`src/hdl/gbk_text_layout_defines.svh`:
```
// Assertion macros for the text layout block.
// Used by the top level; expects clk_i and rst_ni in scope.
`ifndef GBK_TEXT_LAYOUT_DEFINES_SVH
`define GBK_TEXT_LAYOUT_DEFINES_SVH

// Consequent must hold in the same cycle as the antecedent.
`define GBK_ASSERT_IMP(lbl, ante, cons, msg) \
  lbl: assert property (@(posedge clk_i) disable iff (!rst_ni) (ante) |-> (cons)) \
    else $error(msg);

// Consequent must hold in the cycle after the antecedent.
`define GBK_ASSERT_NEXT(lbl, ante, cons, msg) \
  lbl: assert property (@(posedge clk_i) disable iff (!rst_ni) (ante) |=> (cons)) \
    else $error(msg);

`endif

```
`src/hdl/gbk_pkg.sv`:
```
// Shared types, constants and helper functions for the text layout block.
// No dependencies; imported by every module of the block.
package gbk_pkg;

  localparam int COORD_W  = 16;
  localparam int SIZE_W   = 5;
  localparam int ADDR_W   = 24;
  localparam int NBYTES_W = 7;
  localparam int ROW_W    = 7;
  localparam int COL_W    = 8;
  localparam int IDX_W    = 15;
  localparam int OFF_W    = 21;
  localparam int CFG_DATA_W = 24;
  localparam int CFG_IDX_W  = 3;

  localparam int QUEUE_DEPTH = 4;

  // GBK code layout
  localparam int        GBK_ROW_SPAN  = 190;
  localparam logic [7:0] LEAD_MIN     = 8'h81;
  localparam logic [7:0] TRAIL_MIN    = 8'h40;
  localparam logic [7:0] TRAIL_GAP    = 8'h7F;
  localparam logic [7:0] TRAIL_UP_BASE = 8'h41;
  localparam logic [7:0] CODE_INVALID = 8'hFF;
  localparam logic [7:0] ASCII_MAX    = 8'h80;
  localparam logic [7:0] CHAR_CR      = 8'd13;
  localparam logic [7:0] CHAR_NUL     = 8'd0;

  localparam logic OP_START = 1'b0;
  localparam logic OP_BYTE  = 1'b1;

  // Register reset values
  localparam logic [COORD_W-1:0] BOX_WIDTH_RST  = 16'd320;
  localparam logic [COORD_W-1:0] BOX_HEIGHT_RST = 16'd240;
  localparam logic [SIZE_W-1:0]  GLYPH_SIZE_RST = 5'd16;

  typedef enum logic [1:0] {
    DK_ASCII = 2'd0,
    DK_GLYPH = 2'd1,
    DK_BLANK = 2'd2
  } draw_kind_e;

  typedef enum logic [CFG_IDX_W-1:0] {
    CFG_ORIGIN_X   = 3'd0,
    CFG_ORIGIN_Y   = 3'd1,
    CFG_BOX_WIDTH  = 3'd2,
    CFG_BOX_HEIGHT = 3'd3,
    CFG_GLYPH_SIZE = 3'd4,
    CFG_OVERLAY    = 3'd5,
    CFG_FONT_BASE  = 3'd6
  } cfg_idx_e;

  typedef enum logic [1:0] {
    BK_IDLE,
    BK_INDEX,
    BK_SCALE,
    BK_EMIT
  } bk_state_e;

  typedef struct packed {
    logic [COORD_W-1:0] origin_x;
    logic [COORD_W-1:0] origin_y;
    logic [COORD_W-1:0] box_width;
    logic [COORD_W-1:0] box_height;
    logic [SIZE_W-1:0]  glyph_size;
    logic               overlay_mode;
    logic [ADDR_W-1:0]  font_base;
  } cfg_t;

  // One classified draw command between front and back.
  typedef struct packed {
    draw_kind_e          kind;
    logic [COORD_W-1:0]  pos_x;
    logic [COORD_W-1:0]  pos_y;
    logic [7:0]          char_code;
    logic [ROW_W-1:0]    row;
    logic [COL_W-1:0]    col;
    logic [NBYTES_W-1:0] nbytes;
    logic                overlay;
  } entry_t;

  typedef struct packed {
    draw_kind_e          draw_kind;
    logic [COORD_W-1:0]  pos_x;
    logic [COORD_W-1:0]  pos_y;
    logic [7:0]          char_code;
    logic [ADDR_W-1:0]   glyph_addr;
    logic [NBYTES_W-1:0] glyph_bytes;
    logic                overlay;
  } result_t;

  typedef struct packed {
    logic halted;
    logic lead_pending;
    logic skip_after_cr;
  } fr_status_t;

  function automatic logic glyph_size_ok(logic [SIZE_W-1:0] gs);
    return (gs == 5'd12) || (gs == 5'd16) || (gs == 5'd24);
  endfunction

  // Bitmap bytes per glyph: one byte column per 8 rows, times the height.
  function automatic logic [NBYTES_W-1:0] glyph_nbytes(logic [SIZE_W-1:0] gs);
    logic [NBYTES_W-1:0] n;
    unique case (gs)
      5'd12:   n = 7'd24;
      5'd16:   n = 7'd32;
      5'd24:   n = 7'd72;
      default: n = '0;
    endcase
    return n;
  endfunction

endpackage

```
`src/hdl/gbk_front.sv`:
```
// Front end: accepts string bytes, tracks cursor and GBK lead byte, and
// queues classified draw commands. Depends on gbk_pkg.
module gbk_front (
  input  logic                clk_i,
  input  logic                rst_ni,
  input  gbk_pkg::cfg_t       cfg_i,
  input  logic                in_valid_i,
  output logic                in_ready_o,
  input  logic                in_op_i,
  input  logic [7:0]          in_byte_i,
  input  logic                q_full_i,
  output logic                q_push_o,
  output gbk_pkg::entry_t     q_entry_o,
  output gbk_pkg::fr_status_t status_o
);
  import gbk_pkg::*;

  logic [COORD_W-1:0] cx_q, cx_d, cy_q, cy_d;
  logic [7:0]         lead_q, lead_d;
  logic               lead_pend_q, lead_pend_d;
  logic               skip_q, skip_d;
  logic               halted_q, halted_d;

  logic                  accept;
  logic [SIZE_W-1:0]     half;
  logic [SIZE_W-1:0]     adv;
  logic signed [18:0]    lim_x, lim_y;
  logic                  wrap;
  logic [COORD_W-1:0]    cx_w, cy_w;
  logic                  past;
  logic                  bad_code;
  logic [7:0]            trail;

  assign in_ready_o = !q_full_i;
  assign accept     = in_valid_i && in_ready_o;
  assign status_o   = '{halted: halted_q, lead_pending: lead_pend_q, skip_after_cr: skip_q};

  // Wrap and bottom checks; a pending lead byte means a full-width glyph.
  always_comb begin
    half  = cfg_i.glyph_size >> 1;
    adv   = lead_pend_q ? cfg_i.glyph_size : half;
    lim_x = 19'(cfg_i.origin_x) + 19'(cfg_i.box_width) - 19'(adv);
    wrap  = $signed({3'b000, cx_q}) > lim_x;
    cx_w  = wrap ? cfg_i.origin_x : cx_q;
    cy_w  = wrap ? cy_q + COORD_W'(cfg_i.glyph_size) : cy_q;
    lim_y = 19'(cfg_i.origin_y) + 19'(cfg_i.box_height) - 19'(cfg_i.glyph_size);
    past  = $signed({3'b000, cy_w}) > lim_y;
  end

  assign trail    = in_byte_i;
  assign bad_code = (lead_q < LEAD_MIN) || (lead_q == CODE_INVALID) || (trail < TRAIL_MIN) ||
                    (trail == TRAIL_GAP) || (trail == CODE_INVALID);

  always_comb begin
    cx_d        = cx_q;
    cy_d        = cy_q;
    lead_d      = lead_q;
    lead_pend_d = lead_pend_q;
    skip_d      = skip_q;
    halted_d    = halted_q;
    q_push_o    = 1'b0;

    q_entry_o.kind      = DK_ASCII;
    q_entry_o.pos_x     = cx_w;
    q_entry_o.pos_y     = cy_w;
    q_entry_o.char_code = in_byte_i;
    q_entry_o.row       = ROW_W'(lead_q - LEAD_MIN);
    q_entry_o.col       = (trail < TRAIL_GAP) ? (trail - TRAIL_MIN) : (trail - TRAIL_UP_BASE);
    q_entry_o.nbytes    = '0;
    q_entry_o.overlay   = cfg_i.overlay_mode;

    if (accept) begin
      priority if (in_op_i == OP_START) begin
        cx_d        = cfg_i.origin_x;
        cy_d        = cfg_i.origin_y;
        lead_d      = '0;
        lead_pend_d = 1'b0;
        skip_d      = 1'b0;
        halted_d    = 1'b0;
      end else if (halted_q) begin
        // drop everything until the next start
      end else if (in_byte_i == CHAR_NUL) begin
        halted_d    = 1'b1;
        lead_pend_d = 1'b0;
        skip_d      = 1'b0;
      end else if (skip_q) begin
        skip_d = 1'b0;
      end else if (lead_pend_q) begin
        lead_pend_d = 1'b0;
        cx_d        = cx_w;
        cy_d        = cy_w;
        if (past) begin
          halted_d = 1'b1;
        end else begin
          cx_d = cx_w + COORD_W'(cfg_i.glyph_size);
          if (glyph_size_ok(cfg_i.glyph_size)) begin
            q_push_o            = 1'b1;
            q_entry_o.kind      = bad_code ? DK_BLANK : DK_GLYPH;
            q_entry_o.char_code = '0;
            q_entry_o.nbytes    = glyph_nbytes(cfg_i.glyph_size);
          end
        end
      end else if (in_byte_i > ASCII_MAX) begin
        lead_d      = in_byte_i;
        lead_pend_d = 1'b1;
      end else begin
        cx_d = cx_w;
        cy_d = cy_w;
        if (past) begin
          halted_d = 1'b1;
        end else if (in_byte_i == CHAR_CR) begin
          cx_d   = cfg_i.origin_x;
          cy_d   = cy_w + COORD_W'(cfg_i.glyph_size);
          skip_d = 1'b1;
        end else begin
          q_push_o = 1'b1;
          cx_d     = cx_w + COORD_W'(half);
        end
      end
    end
  end

  always_ff @(posedge clk_i or negedge rst_ni) begin
    if (!rst_ni) begin
      cx_q        <= '0;
      cy_q        <= '0;
      lead_q      <= '0;
      lead_pend_q <= 1'b0;
      skip_q      <= 1'b0;
      halted_q    <= 1'b0;
    end else begin
      cx_q        <= cx_d;
      cy_q        <= cy_d;
      lead_q      <= lead_d;
      lead_pend_q <= lead_pend_d;
      skip_q      <= skip_d;
      halted_q    <= halted_d;
    end
  end

endmodule

```
`src/hdl/gbk_queue.sv`:
```
// Small command FIFO between the front and back ends.
// Depends on gbk_pkg for the entry type.
module gbk_queue #(
  parameter int Depth = gbk_pkg::QUEUE_DEPTH
) (
  input  logic            clk_i,
  input  logic            rst_ni,
  input  logic            push_i,
  input  gbk_pkg::entry_t entry_i,
  input  logic            pop_i,
  output gbk_pkg::entry_t entry_o,
  output logic            full_o,
  output logic            empty_o
);
  import gbk_pkg::*;

  localparam int PtrW = (Depth > 1) ? $clog2(Depth) : 1;
  localparam int CntW = $clog2(Depth + 1);

  entry_t            mem_q [Depth];
  logic [PtrW-1:0]   wr_ptr_q, wr_ptr_d, rd_ptr_q, rd_ptr_d;
  logic [CntW-1:0]   count_q, count_d;
  logic              do_push, do_pop;

  assign full_o  = (count_q == CntW'(Depth));
  assign empty_o = (count_q == '0);
  assign do_push = push_i && !full_o;
  assign do_pop  = pop_i && !empty_o;
  assign entry_o = mem_q[rd_ptr_q];

  always_comb begin
    wr_ptr_d = wr_ptr_q;
    rd_ptr_d = rd_ptr_q;
    count_d  = count_q;
    if (do_push) begin
      wr_ptr_d = (wr_ptr_q == PtrW'(Depth - 1)) ? '0 : wr_ptr_q + 1'b1;
    end
    if (do_pop) begin
      rd_ptr_d = (rd_ptr_q == PtrW'(Depth - 1)) ? '0 : rd_ptr_q + 1'b1;
    end
    if (do_push && !do_pop) begin
      count_d = count_q + 1'b1;
    end else if (do_pop && !do_push) begin
      count_d = count_q - 1'b1;
    end
  end

  always_ff @(posedge clk_i or negedge rst_ni) begin
    if (!rst_ni) begin
      wr_ptr_q <= '0;
      rd_ptr_q <= '0;
      count_q  <= '0;
    end else begin
      wr_ptr_q <= wr_ptr_d;
      rd_ptr_q <= rd_ptr_d;
      count_q  <= count_d;
    end
  end

  always_ff @(posedge clk_i) begin
    if (do_push) begin
      mem_q[wr_ptr_q] <= entry_i;
    end
  end

endmodule

```
`src/hdl/gbk_back.sv`:
```
// Back end: turns queued commands into results, computing the glyph flash
// address in two multiply steps, and holds the result register. Depends on gbk_pkg.
module gbk_back (
  input  logic             clk_i,
  input  logic             rst_ni,
  input  gbk_pkg::cfg_t    cfg_i,
  input  logic             q_empty_i,
  input  gbk_pkg::entry_t  q_entry_i,
  output logic             q_pop_o,
  output logic             out_valid_o,
  input  logic             out_ready_i,
  output gbk_pkg::result_t out_o
);
  import gbk_pkg::*;

  bk_state_e          state_q, state_d;
  entry_t             ent_q, ent_d;
  logic [IDX_W-1:0]   idx_q, idx_d;
  logic [OFF_W-1:0]   off_q, off_d;
  logic               out_valid_q, out_valid_d;
  result_t            out_q, out_d;

  assign out_valid_o = out_valid_q;
  assign out_o       = out_q;

  always_comb begin
    state_d     = state_q;
    ent_d       = ent_q;
    idx_d       = idx_q;
    off_d       = off_q;
    out_d       = out_q;
    out_valid_d = out_valid_q && !out_ready_i;
    q_pop_o     = 1'b0;

    unique case (state_q)
      BK_IDLE: begin
        if (!q_empty_i) begin
          q_pop_o = 1'b1;
          ent_d   = q_entry_i;
          state_d = BK_INDEX;
        end
      end
      BK_INDEX: begin
        // glyph index = row * 190 + column
        idx_d   = IDX_W'(IDX_W'(ent_q.row) * IDX_W'(GBK_ROW_SPAN)) + IDX_W'(ent_q.col);
        state_d = BK_SCALE;
      end
      BK_SCALE: begin
        off_d   = OFF_W'(idx_q) * OFF_W'(ent_q.nbytes);
        state_d = BK_EMIT;
      end
      BK_EMIT: begin
        // hold until the result register is free
        if (!out_valid_q || out_ready_i) begin
          out_valid_d       = 1'b1;
          out_d.draw_kind   = ent_q.kind;
          out_d.pos_x       = ent_q.pos_x;
          out_d.pos_y       = ent_q.pos_y;
          out_d.char_code   = ent_q.char_code;
          out_d.glyph_addr  = (ent_q.kind == DK_GLYPH) ?
                              cfg_i.font_base + ADDR_W'(off_q) : '0;
          out_d.glyph_bytes = ent_q.nbytes;
          out_d.overlay     = ent_q.overlay;
          state_d           = BK_IDLE;
        end
      end
    endcase
  end

  always_ff @(posedge clk_i or negedge rst_ni) begin
    if (!rst_ni) begin
      state_q     <= BK_IDLE;
      out_valid_q <= 1'b0;
    end else begin
      state_q     <= state_d;
      out_valid_q <= out_valid_d;
    end
  end

  always_ff @(posedge clk_i) begin
    ent_q <= ent_d;
    idx_q <= idx_d;
    off_q <= off_d;
    out_q <= out_d;
  end

endmodule

```
`src/hdl/gbk_text_layout.sv`:
```
// Text layout for a mixed ASCII/GBK byte stream: config registers, front
// end, command queue and back end. Depends on gbk_pkg and the defines header.
//
// Input stream: s_axis_tuser is the op (0 start a string at the box origin,
// 1 string byte), s_axis_tdata[7:0] the byte. Output stream: one transfer per
// drawn character; m_axis_tuser is the draw kind, m_axis_tdata the cell
// position, code and glyph bitmap address. Config: write cfg_data_i to
// register cfg_idx_i when cfg_we_i is high; write only while idle.
// The front end takes one byte per cycle while the command queue
// (QueueDepth entries) has room; bytes that draw nothing never leave it.
// The back end takes each command through load, index multiply, size
// multiply and result load, and pops the next command only once that
// result is loaded.
// When the receiver stalls, the result register holds, the back end waits
// with the next result, and the front end keeps taking bytes until the
// queue fills. Reset clears the cursor and text state, empties the queue
// and loads the register defaults (box 320 x 240, 16-pixel font).
`include "gbk_text_layout_defines.svh"

module gbk_text_layout #(
  parameter int QueueDepth = gbk_pkg::QUEUE_DEPTH
) (
  input  logic                             clk_i,
  input  logic                             rst_ni,
  input  logic                             s_axis_tvalid,
  output logic                             s_axis_tready,
  input  logic [7:0]                       s_axis_tdata,  // [7:0] byte_value
  input  logic                             s_axis_tuser,  // [0] op
  output logic                             m_axis_tvalid,
  input  logic                             m_axis_tready,
  // [15:0] pos_x, [31:16] pos_y, [39:32] char_code, [63:40] glyph_addr,
  // [70:64] glyph_bytes, [71] overlay
  output logic [71:0]                      m_axis_tdata,
  output logic [1:0]                       m_axis_tuser,  // [1:0] draw_kind
  input  logic                             cfg_we_i,
  input  logic [gbk_pkg::CFG_IDX_W-1:0]    cfg_idx_i,
  input  logic [gbk_pkg::CFG_DATA_W-1:0]   cfg_data_i
);
  import gbk_pkg::*;

  cfg_t       cfg_q;
  logic       q_push, q_pop, q_full, q_empty;
  entry_t     q_in, q_out;
  fr_status_t fr_status;
  result_t    res;

  always_ff @(posedge clk_i or negedge rst_ni) begin
    if (!rst_ni) begin
      cfg_q.origin_x     <= '0;
      cfg_q.origin_y     <= '0;
      cfg_q.box_width    <= BOX_WIDTH_RST;
      cfg_q.box_height   <= BOX_HEIGHT_RST;
      cfg_q.glyph_size   <= GLYPH_SIZE_RST;
      cfg_q.overlay_mode <= 1'b0;
      cfg_q.font_base    <= '0;
    end else if (cfg_we_i) begin
      unique case (cfg_idx_e'(cfg_idx_i))
        CFG_ORIGIN_X:   cfg_q.origin_x     <= cfg_data_i[COORD_W-1:0];
        CFG_ORIGIN_Y:   cfg_q.origin_y     <= cfg_data_i[COORD_W-1:0];
        CFG_BOX_WIDTH:  cfg_q.box_width    <= cfg_data_i[COORD_W-1:0];
        CFG_BOX_HEIGHT: cfg_q.box_height   <= cfg_data_i[COORD_W-1:0];
        CFG_GLYPH_SIZE: cfg_q.glyph_size   <= cfg_data_i[SIZE_W-1:0];
        CFG_OVERLAY:    cfg_q.overlay_mode <= cfg_data_i[0];
        CFG_FONT_BASE:  cfg_q.font_base    <= cfg_data_i[ADDR_W-1:0];
        default: ;
      endcase
    end
  end

  gbk_front u_front (
    .clk_i      (clk_i),
    .rst_ni     (rst_ni),
    .cfg_i      (cfg_q),
    .in_valid_i (s_axis_tvalid),
    .in_ready_o (s_axis_tready),
    .in_op_i    (s_axis_tuser),
    .in_byte_i  (s_axis_tdata),
    .q_full_i   (q_full),
    .q_push_o   (q_push),
    .q_entry_o  (q_in),
    .status_o   (fr_status)
  );

  gbk_queue #(
    .Depth (QueueDepth)
  ) u_queue (
    .clk_i   (clk_i),
    .rst_ni  (rst_ni),
    .push_i  (q_push),
    .entry_i (q_in),
    .pop_i   (q_pop),
    .entry_o (q_out),
    .full_o  (q_full),
    .empty_o (q_empty)
  );

  gbk_back u_back (
    .clk_i       (clk_i),
    .rst_ni      (rst_ni),
    .cfg_i       (cfg_q),
    .q_empty_i   (q_empty),
    .q_entry_i   (q_out),
    .q_pop_o     (q_pop),
    .out_valid_o (m_axis_tvalid),
    .out_ready_i (m_axis_tready),
    .out_o       (res)
  );

  assign m_axis_tuser = res.draw_kind;
  assign m_axis_tdata = {res.overlay, res.glyph_bytes, res.glyph_addr,
                         res.char_code, res.pos_y, res.pos_x};

  `GBK_ASSERT_IMP(a_push_has_room, q_push, !q_full, "command pushed into a full queue")
  `GBK_ASSERT_NEXT(a_start_clears, s_axis_tvalid && s_axis_tready && s_axis_tuser == OP_START, !fr_status.halted && !fr_status.lead_pending && !fr_status.skip_after_cr, "start did not clear text state")
  `GBK_ASSERT_IMP(a_ascii_no_glyph, m_axis_tvalid && m_axis_tuser == DK_ASCII, m_axis_tdata[70:40] == '0, "ASCII result carries glyph fields")

endmodule

```
`config.mk`:
```
export PLATFORM = sky130hd
export DESIGN_NAME = gbk_text_layout
export DESIGN_NICKNAME = d
export VERILOG_FILES = /design/src/hdl/gbk_pkg.sv /design/src/hdl/gbk_front.sv /design/src/hdl/gbk_queue.sv /design/src/hdl/gbk_back.sv /design/src/hdl/gbk_text_layout.sv
export VERILOG_INCLUDE_DIRS = /design/src /design/src/hdl
export SDC_FILE = /design/constraint.sdc
export NUM_CORES = 1
export LEC_CHECK = 0
export ABC_AREA = 1
export ABC_CLOCK_PERIOD_IN_PS = 30700
export BUFFER_PORTS_ARGS = -buffer_cell sky130_fd_sc_hd__buf_2
export CAP_MARGIN = 20
export CORE_UTILIZATION = 58
export CTS_BUF_LIST = sky130_fd_sc_hd__clkbuf_4
export DETAILED_ROUTE_END_ITERATION = 16
export PLACE_DENSITY = 0.75
export SETUP_SLACK_MARGIN = 0.3
export SYNTH_ARGS = -nofsm -noshare
export SYNTH_HDL_FRONTEND = slang
export SYNTH_HIERARCHICAL = 1
export SYNTH_SLANG_ARGS = --single-unit
```
`constraint.sdc`:
```
create_clock -name clk_i -period 30.7 [get_ports clk_i]
set_clock_uncertainty 0.2 [all_clocks]
set_input_delay 1.535 -clock clk_i [delete_from_list [all_inputs] [get_ports clk_i]]
set_output_delay 1.535 -clock clk_i [all_outputs]
set_load 0.01 [all_outputs]
```
# Word-level counts from Yosys, hierarchy flattened
# Memories as Yosys holds them, arrays and structs flattened. A register that Yosys moved wholly into a read port is not among the register bits.
# Cells that the tools add are included.
# classes
n_addsub	17
n_mul	2
n_lt_le_gt_ge	6
n_eq_ne	29
mux	98
n_bitwise	1
n_reduce_logical	38
# ops
cell	n
$mux 16	19
$mux 8	15
$mux 7	8
$add 16x5->16	3
$gt 17x19->1	2
$mux 1	38
$sub 19x5->19	2
$add 16x16->17	2
$mux 2	13
$add 24x21->24	1
$reduce_and 2->1	11
$mul 15x7->21	1
$pmux 7 s3	1
$add 16x4->16	1
$eq 8x8->1 const B	2
$lt 8x7->1 const B	2
$sub 8x7->8 const B	2
$add 15x8->15	1
$mul 7x7->14 const B	1
$eq 3x3->1 const B	4
$eq 5x5->1 const B	2
$ne 2x2->1 const B	5
$eq 2x2->1 const B	4
$eq 8x4->1 const B	1
other kinds (28)	50
# word_totals
register_bits	257
ram_bits	260
wordCells	219
n_memories	1
# mem_list
name	words	width	rd	rd_clocked_by_memory_dff	wr	line	text
u_queue.mem_q	4	65	1	1	1	gbk_queue.sv:20	entry_t mem_q [Depth];

# Longest topological paths before layout
# Gate-level depths: netlist (run 1).
# depth
ltp_word	18
depth_mapped	57
ltp_nobuf	53

# By module
# The synthesis (run 1) kept the hierarchy.
# by_module_without_submodules
module	instances	cells_each	area_per_inst_um2	seq_area_each_um2
gbk_back	1	1268	12194.2	5330.1
gbk_queue	1	819	10890.4	7982.7
gbk_front	1	1429	8956.1	1076.0
gbk_text_layout	1	417	3692.3	2361.0

# Least setup slack after synthesis (run 1)
# OpenSTA, ideal clock, no wires.
# synth_path
path_kind	register to register
from	register u_front.lead_pend_q
to	memory u_queue/mem_q[0][0] (netlist name) (enable)
setup_ns	0.489
arrival_time_ns	9.253
t_required_ns	30.011
path_slack_ns	20.758
path_stages_with_launch	44
synth_period_minus_slack_ns	9.942
cell_sequence	dfrtp_1 -> clkbuf_1 -> clkbuf_1 -> nand2_1 -> o21ai_0 -> fa_1 -> fa_1 -> inv_1 -> nand2_1 -> nand2_1 -> nand3_1 -> nand2_2 -> inv_1 -> o21bai_1 -> a31oi_1 -> xor2_1 -> ha_1 -> nand2_1 -> [8 not listed] -> nor3_1 -> nand2_1 -> xor2_1 -> inv_1 -> ha_1 -> a21oi_1 -> nor2_1 -> a211oi_1 -> nor2_1 -> a21oi_1 -> nand4_4 -> nand2_4 -> buf_6 -> buf_6 -> nand4_1 -> a21oi_1 -> nand2_1 -> nor2_1
# synth_lines
element	line	text
start, declared	gbk_front.sv:20	logic lead_pend_q, lead_pend_d;
start signal, assigned	gbk_front.sv:135	lead_pend_q <= lead_pend_d;
end, declared	gbk_queue.sv:20	

==> run_results.csv, run 1 <==
group,metric,value,unit
status,status,"finished, final reports clean",
place,place_area,0.0369,mm²
drt,drc,0,
critical_path,cp_slowest_stage_delay,0.79,ns
drt,first_pass_iters,5,
clocking,cts_tree,"built",
clocking,clockBufferDepth,3,
critical_path,arrival,10.52,ns
cells_and_area,multi_input_area,0.0157,mm²
hold_path,hold_path.startpoint,"u_back/ent_q[34]",
critical_path,r2r_start,"cfg_q[26]",
sta,period_needed,10.10,ns
sta,finalCritPeriodShare,32.9,%
floorplan,core,0.0606,mm²
clocking,postCtsResizedCells,0,
global_routing,grt_pass1_vias,26527,
drt,via_per_inst,5.36,
place,dp_hpwl,59800,µm
logic_synthesis,avgSynthCellArea,9.09,µm²
place,finalWeightedCongestion,0.951,
critical_path,path_common_cell,"nand2_1",
hold_path,hold_depth,0,
global_routing,overflow,0,
place,portBuffers,116,
clocking,postCtsSetupRepairBufs,0,
critical_path,critPathBufInv,7,
floorplan,initial_utilization,58.9,%
sta,drv_slew,0,
sta,worst_pin_slew,1.08,ns
clocking,root_buffer,"clkbuf_4",
drt,ant_nets,0,
logic_synthesis,synth_warnings,6,
hold_path,min_path_type,"reg2reg",
clocking,clk_latency,1.05,ns
sta,setup_tns,0,ns
clocking,ctsHtreeMaxLevel,4,
logic_synthesis,syn_area,0.0357,mm²
critical_path,critPathKind,"reg2reg",
logic_synthesis,netlist_instances,3930,
clocking,clkSlewWorstSetupHoldPaths,0.06,ns
floorplan,dieArea,0.0626,mm²
global_routing,grt_max_degree,116,
critical_path,r2r_slack,20.60,ns
floorplan,dieWidth,250,µm
floorplan,row_count,90,
critical_path,slowest_stage,"nor2_4",
drt,wl_per_cell,16.8,µm
clocking,cts_buffers,151,
cells_and_area,fillers,5023,
cells_and_area,fin_nets,4483,
place,place_inst,4750,
sta,max-slew-margin-rel,28.0,%
drt,drt_iter0_drc,1928,
job,cap_violations,0,
clocking,clkSinkCount,582,
critical_path,crit_path_end_kind,"register",
floorplan,die_h,250,µm
global_routing,antenna_found_initial,2,
sta,final-setup-viol-count,0,
cells_and_area,final_cells,5023,
cells_and_area,seq_area,0.0168,mm²
critical_path,reg2regPathDepth,44,
cells_and_area,area_growth_syn_to_layout,8.63,%
critical_path,rr_endpoint,"u_queue/mem_q[3][20]",
floorplan,ios,117,
sta,hold_viol_final,0,
global_routing,grtUsageTotal,27.8,%
critical_path,cp-start-kind,"register",
sta,fmax,99.0,MHz
hold_path,hold_path_end,"u_back/out_o[43]",
cells_and_area,layout-drive-gt1-share,12.0,%
global_routing,grt_pass1_wl,137000,µm
drt,drt_wl_total,84300,µm
clocking,ctsHoldBuffers,0,
critical_path,path_delay_family,"simple AND/OR/NAND/NOR gates",
sta,grt_setup_unrepaired,"false",
drt,vias,26915,
cells_and_area,fin_area,0.0388,mm²
critical_path,cp_data_required_time,31.12,ns
critical_path,path_max_fanout,62,
## stage by stage
stage / hold slack (ns) / worst slack (ns) / util, %
floorplan: 0.200 / 20.78 / -
global placement: 0.202 / 20.89 / 60.8
detailed placement: 0.205 / 20.73 / 60.8
CTS: 0.194 / 20.71 / 64.0
global route: 0.194 / 19.66 / 64.0
finish: 0.203 / 20.60 / 64.0
## worst register-to-register path: cells and delay by family (launching register included)
| kind | cells | cell delay (ns) |
|---|---|---|
| AO/OA/AOI/OAI | 7 | 1.35 |
| XOR/XNOR | 2 | 0.47 |
| adder cells (fa/ha/maj) | 5 | 1.51 |
| buffers and inverters | 7 | 1.27 |
| flip-flops | 1 | 0.66 |
| AND/OR/NAND/NOR | 23 | 4.24 |
## state kept, by name, indices dropped and copies added, names as in the netlist, 3 cells and up
register         cells
u_queue/mem_q      260
cfg_q               94
u_back/out_o        74
u_back/ent_q        65
u_back/off_q        21
u_front/cx_q        16
u_front/cy_q        16
u_back/idx_q        15
u_front/lead_q       8
u_queue/count_q      3
## placed cells by master (no fill, tap or decap), types with 11 or more instances in the layout
cell         n
nand2_1   1094
inv_1      674
edfxtp_1   435
ha_1       223
nand3_1    214
clkbuf_4   214
nor2_1     182
a21oi_1    170
dfrtp_1    138
o211ai_1   117
buf_2      115
o21ai_0    100
fa_1        98
xor2_1      80
clkinv_1    39
nand2_2     28
buf_4       27
xnor2_1     27
nor3_1      27
nand4_1     24
o21ai_1     17
o211ai_2    16
nor2_4      15
inv_2       13
a31oi_1     12
nor2_2      11
## area by class of cell
| class | count | area share [%] |
|---|---|---|
| diodes | 2 | 0.0129 |
| clock buffers | 214 | 4.14 |
| clock inverters | 57 | 0.826 |
| inverters | 690 | 6.68 |
| multi-input cells | 2553 | 40.6 |
| flip-flops and latches | 582 | 43.2 |
| well taps | 782 | 2.52 |
| repair buffers | 143 | 2.04 |
## routing by layer
layer	share of wire (%)	GRT usage, %	wire, µm
met3	6.0	4.78	5070
met1	42	34.9	35000
met5	0.013	0	11
met2	49	47.2	41100
met4	3.6	12.1	3060
## worst max path at each step
stage | startpoint | to | slack, ns | cells after the start
2_1_floorplan | u_front/lead_pend_q | u_queue/mem_q[0][0] | 20.78 | 43
3_3_place_gp | cfg_q[26] | u_queue/mem_q[2][42] | 20.89 | 44
3_5_place_dp | cfg_q[26] | u_queue/mem_q[2][42] | 20.73 | 44
4_1_cts | cfg_q[26] | u_queue/mem_q[3][23] | 20.71 | 44
5_1_grt | cfg_q[26] | u_queue/mem_q[3][19] | 19.66 | 44
6_report | cfg_q[26] | u_queue/mem_q[3][20] | 20.60 | 44
Power of run 1 is left out: the tool's default activity adds up to more than one toggle a clock period on the data nets, which glitch-free logic cannot reach.
==> run 2, diff against run 1 <==
--- a/config.mk
+++ b/config.mk
@@ -7,13 +7,13 @@
 export NUM_CORES = 1
 export LEC_CHECK = 0
 export ABC_AREA = 1
-export ABC_CLOCK_PERIOD_IN_PS = 30700
+export ABC_CLOCK_PERIOD_IN_PS = 8700
 export BUFFER_PORTS_ARGS = -buffer_cell sky130_fd_sc_hd__buf_2
 export CAP_MARGIN = 20
 export CORE_UTILIZATION = 58
 export CTS_BUF_LIST = sky130_fd_sc_hd__clkbuf_4
 export DETAILED_ROUTE_END_ITERATION = 16
-export PLACE_DENSITY = 0.75
+export PLACE_DENSITY = 0.78
 export SETUP_SLACK_MARGIN = 0.3
 export SYNTH_ARGS = -nofsm -noshare
 export SYNTH_HDL_FRONTEND = slang
==> constraint.sdc (replaced) <==
create_clock -name clk_i -period 8.7 [get_ports clk_i]
set_clock_uncertainty 0.2 [all_clocks]
set_input_delay 0.435 -clock clk_i [delete_from_list [all_inputs] [get_ports clk_i]]
set_output_delay 0.435 -clock clk_i [all_outputs]
set_load 0.01 [all_outputs]
==> run 2 against run 1 <==
Compared with the run above: global-route usage up 0.83 points; final cell count is 2.2% higher; core utilization increased by 2.1 points; register-to-register slack lost 20 ns; sequential share of layout area decreased by 1.3 points; worst setup slack lost 20 ns; clock-buffer cell count up 9; final area rose by 3.2%; via count increased by 3.4%; routed wire length is 4.0% higher; critical path depth rose by 4.
==> run_results.csv, run 2 (synthesis results as in run 1) <==
group,metric,value,unit
place,portBuffers,116,
cells_and_area,fillers,4824,
sta,fmax,128,MHz
drt,first_pass_iters,6,
hold_path,hold_path.startpoint,"cfg_data_i[7]",
critical_path,crit_path_end_kind,"register",
critical_path,cp_slowest_stage_delay,0.50,ns
critical_path,path_common_cell,"nand2_1",
sta,grt_setup_unrepaired,"false",
critical_path,r2r_start,"cfg_q[27]",
critical_path,path_max_fanout,13,
global_routing,grtUsageTotal,28.6,%
sta,period_needed,7.82,ns
critical_path,slowest_stage,"fa_1",
critical_path,cp_data_required_time,9.35,ns
hold_path,min_path_type,"in2reg",
critical_path,arrival,8.47,ns
floorplan,initial_utilization,58.9,%
cells_and_area,layout-drive-gt1-share,12.3,%
global_routing,overflow,0,
critical_path,critPathKind,"reg2reg",
cells_and_area,largest_register,"u_queue/mem_q",
clocking,clk_latency,1.00,ns
global_routing,antenna_found_initial,3,
drt,drt_iter0_drc,1991,
floorplan,core,0.0606,mm²
cells_and_area,fin_nets,4591,
place,dp_hpwl,60900,µm
floorplan,die_h,250,µm
critical_path,cp-start-kind,"register",
global_routing,grt_pass1_wl,140000,µm
cells_and_area,layout_commonest_cell,"nand2_1",
global_routing,grt_max_degree,116,
clocking,cts_buffers,152,
sta,final-setup-viol-count,0,
clocking,clkSlewWorstSetupHoldPaths,0.07,ns
drt,ant_nets,0,
floorplan,dieArea,0.0626,mm²
cells_and_area,seq_area,0.0168,mm²
drt,drt_wl_total,87700,µm
floorplan,row_count,90,
sta,finalCritPeriodShare,89.8,%
sta,max-slew-margin-rel,29.9,%
cells_and_area,multi_input_area,0.0158,mm²
clocking,clkSinkCount,582,
cells_and_area,area_growth_syn_to_layout,12.1,%
cells_and_area,fin_area,0.0400,mm²
drt,drc,0,
drt,wl_per_cell,17.1,µm
critical_path,rr_endpoint,"u_queue/count_q[2]",
floorplan,ios,117,
drt,vias,27825,
critical_path,reg2regPathDepth,48,
cells_and_area,largest_reg_flops,260,
job,cap_violations,0,
clocking,root_buffer,"clkbuf_4",
hold_path,hold_depth,4,
drt,via_per_inst,5.42,
sta,drv_slew,0,
clocking,cts_tree,"built",
clocking,clockBufferDepth,3,
place,finalWeightedCongestion,0.957,
place,place_area,0.0370,mm²
status,status,"finished, final reports clean",
sta,hold_viol_final,0,
hold_path,hold_path_end,"cfg_q[7]",
floorplan,dieWidth,250,µm
sta,whs,0.168,ns
cells_and_area,final_cell_mix,"1094 x nand2_1, 673 x inv_1, 435 x edfxtp_1, 223 x clkbuf_4, 223 x ha_1",
critical_path,r2r_slack,0.88,ns
clocking,ctsHtreeMaxLevel,4,
global_routing,grt_pass1_vias,27437,
sta,worst_pin_slew,1.05,ns
==> run 2: cell count changes in the layout (fill, tap and decap cells not counted), moves of 2 or more <==
cell and change:
buf_12 +3, buf_4 +9, bufinv_16 +4, clkbuf_4 +9
clkinv_1 -8, clkinv_2 -2, clkinvlp_4 -3, dlygate4sd3_1 +93
inv_2 +2
==> run 2: how the worst max path moves through the flow <==
stage                   startpoint              endpoint  slack, ns  depth (start not counted)
5_1_grt                  cfg_q[27]    u_queue/count_q[2]       0.33                         48
6_report                 cfg_q[27]    u_queue/count_q[2]       0.88                         48
3_3_place_gp             cfg_q[29]  u_queue/mem_q[1][43]       0.69                         41
3_5_place_dp             cfg_q[29]  u_queue/mem_q[1][44]       0.55                         41
4_1_cts                  cfg_q[29]  u_queue/mem_q[1][19]       0.51                         41
2_1_floorplan  u_front/lead_pend_q   u_queue/mem_q[0][0]      -0.18                         43
==> run 2: worst max-delay path, delay by kind of cell (launching register included) <==
kind            cells  cell delay [ns]
compound gates      6             1.20
flops               1             0.44
xor+xnor            2             0.38
simple gates       28             2.79
buf+inv             6             0.53
fa+ha+maj           6             2.14
==> run 2: what timing repair did <==
action / CTS / global route
hold endpoints to repair: 309 / 0
setup endpoints to repair: 0 / 273
buffers inserted: 0 / 3
resized for setup: 0 / 6
hold buffers: 94 / 0
==> run 2: layer usage <==
metal | global-route usage [%] | wire length, µm
met4 | 15.5 | 4220
met3 | 5.12 | 5350
met1 | 35.0 | 35000
met2 | 48.2 | 43100
met5 | 0 | 0
==> run 2: cell type report <==
type | instances | share of cell area (%)
antenna | 3 | 0.0188
clock buffer | 223 | 4.18
clock inverter | 49 | 0.953
inverter | 690 | 6.47
multi-input combinational | 2553 | 39.4
sequential | 582 | 41.9
tap | 782 | 2.44
timing repair buffer | 250 | 4.71
==> run 2: metrics by stage <==
| stage | setup slack [ns] | TNS (ns) | utilization, % | instances |
|---|---|---|---|---|
| after floorplan | -0.178 | -46.23 | - | 3932 |
| after global placement | 0.690 | 0 | 61.0 | 4760 |
| after detailed placement | 0.553 | 0 | 61.0 | 4760 |
| after CTS | 0.514 | 0 | 66.0 | 5126 |
| after global routing | 0.326 | 0 | 66.1 | 5132 |
| final | 0.884 | 0 | 66.1 | 5132 |
Power of run 2 is left out for the same reason.
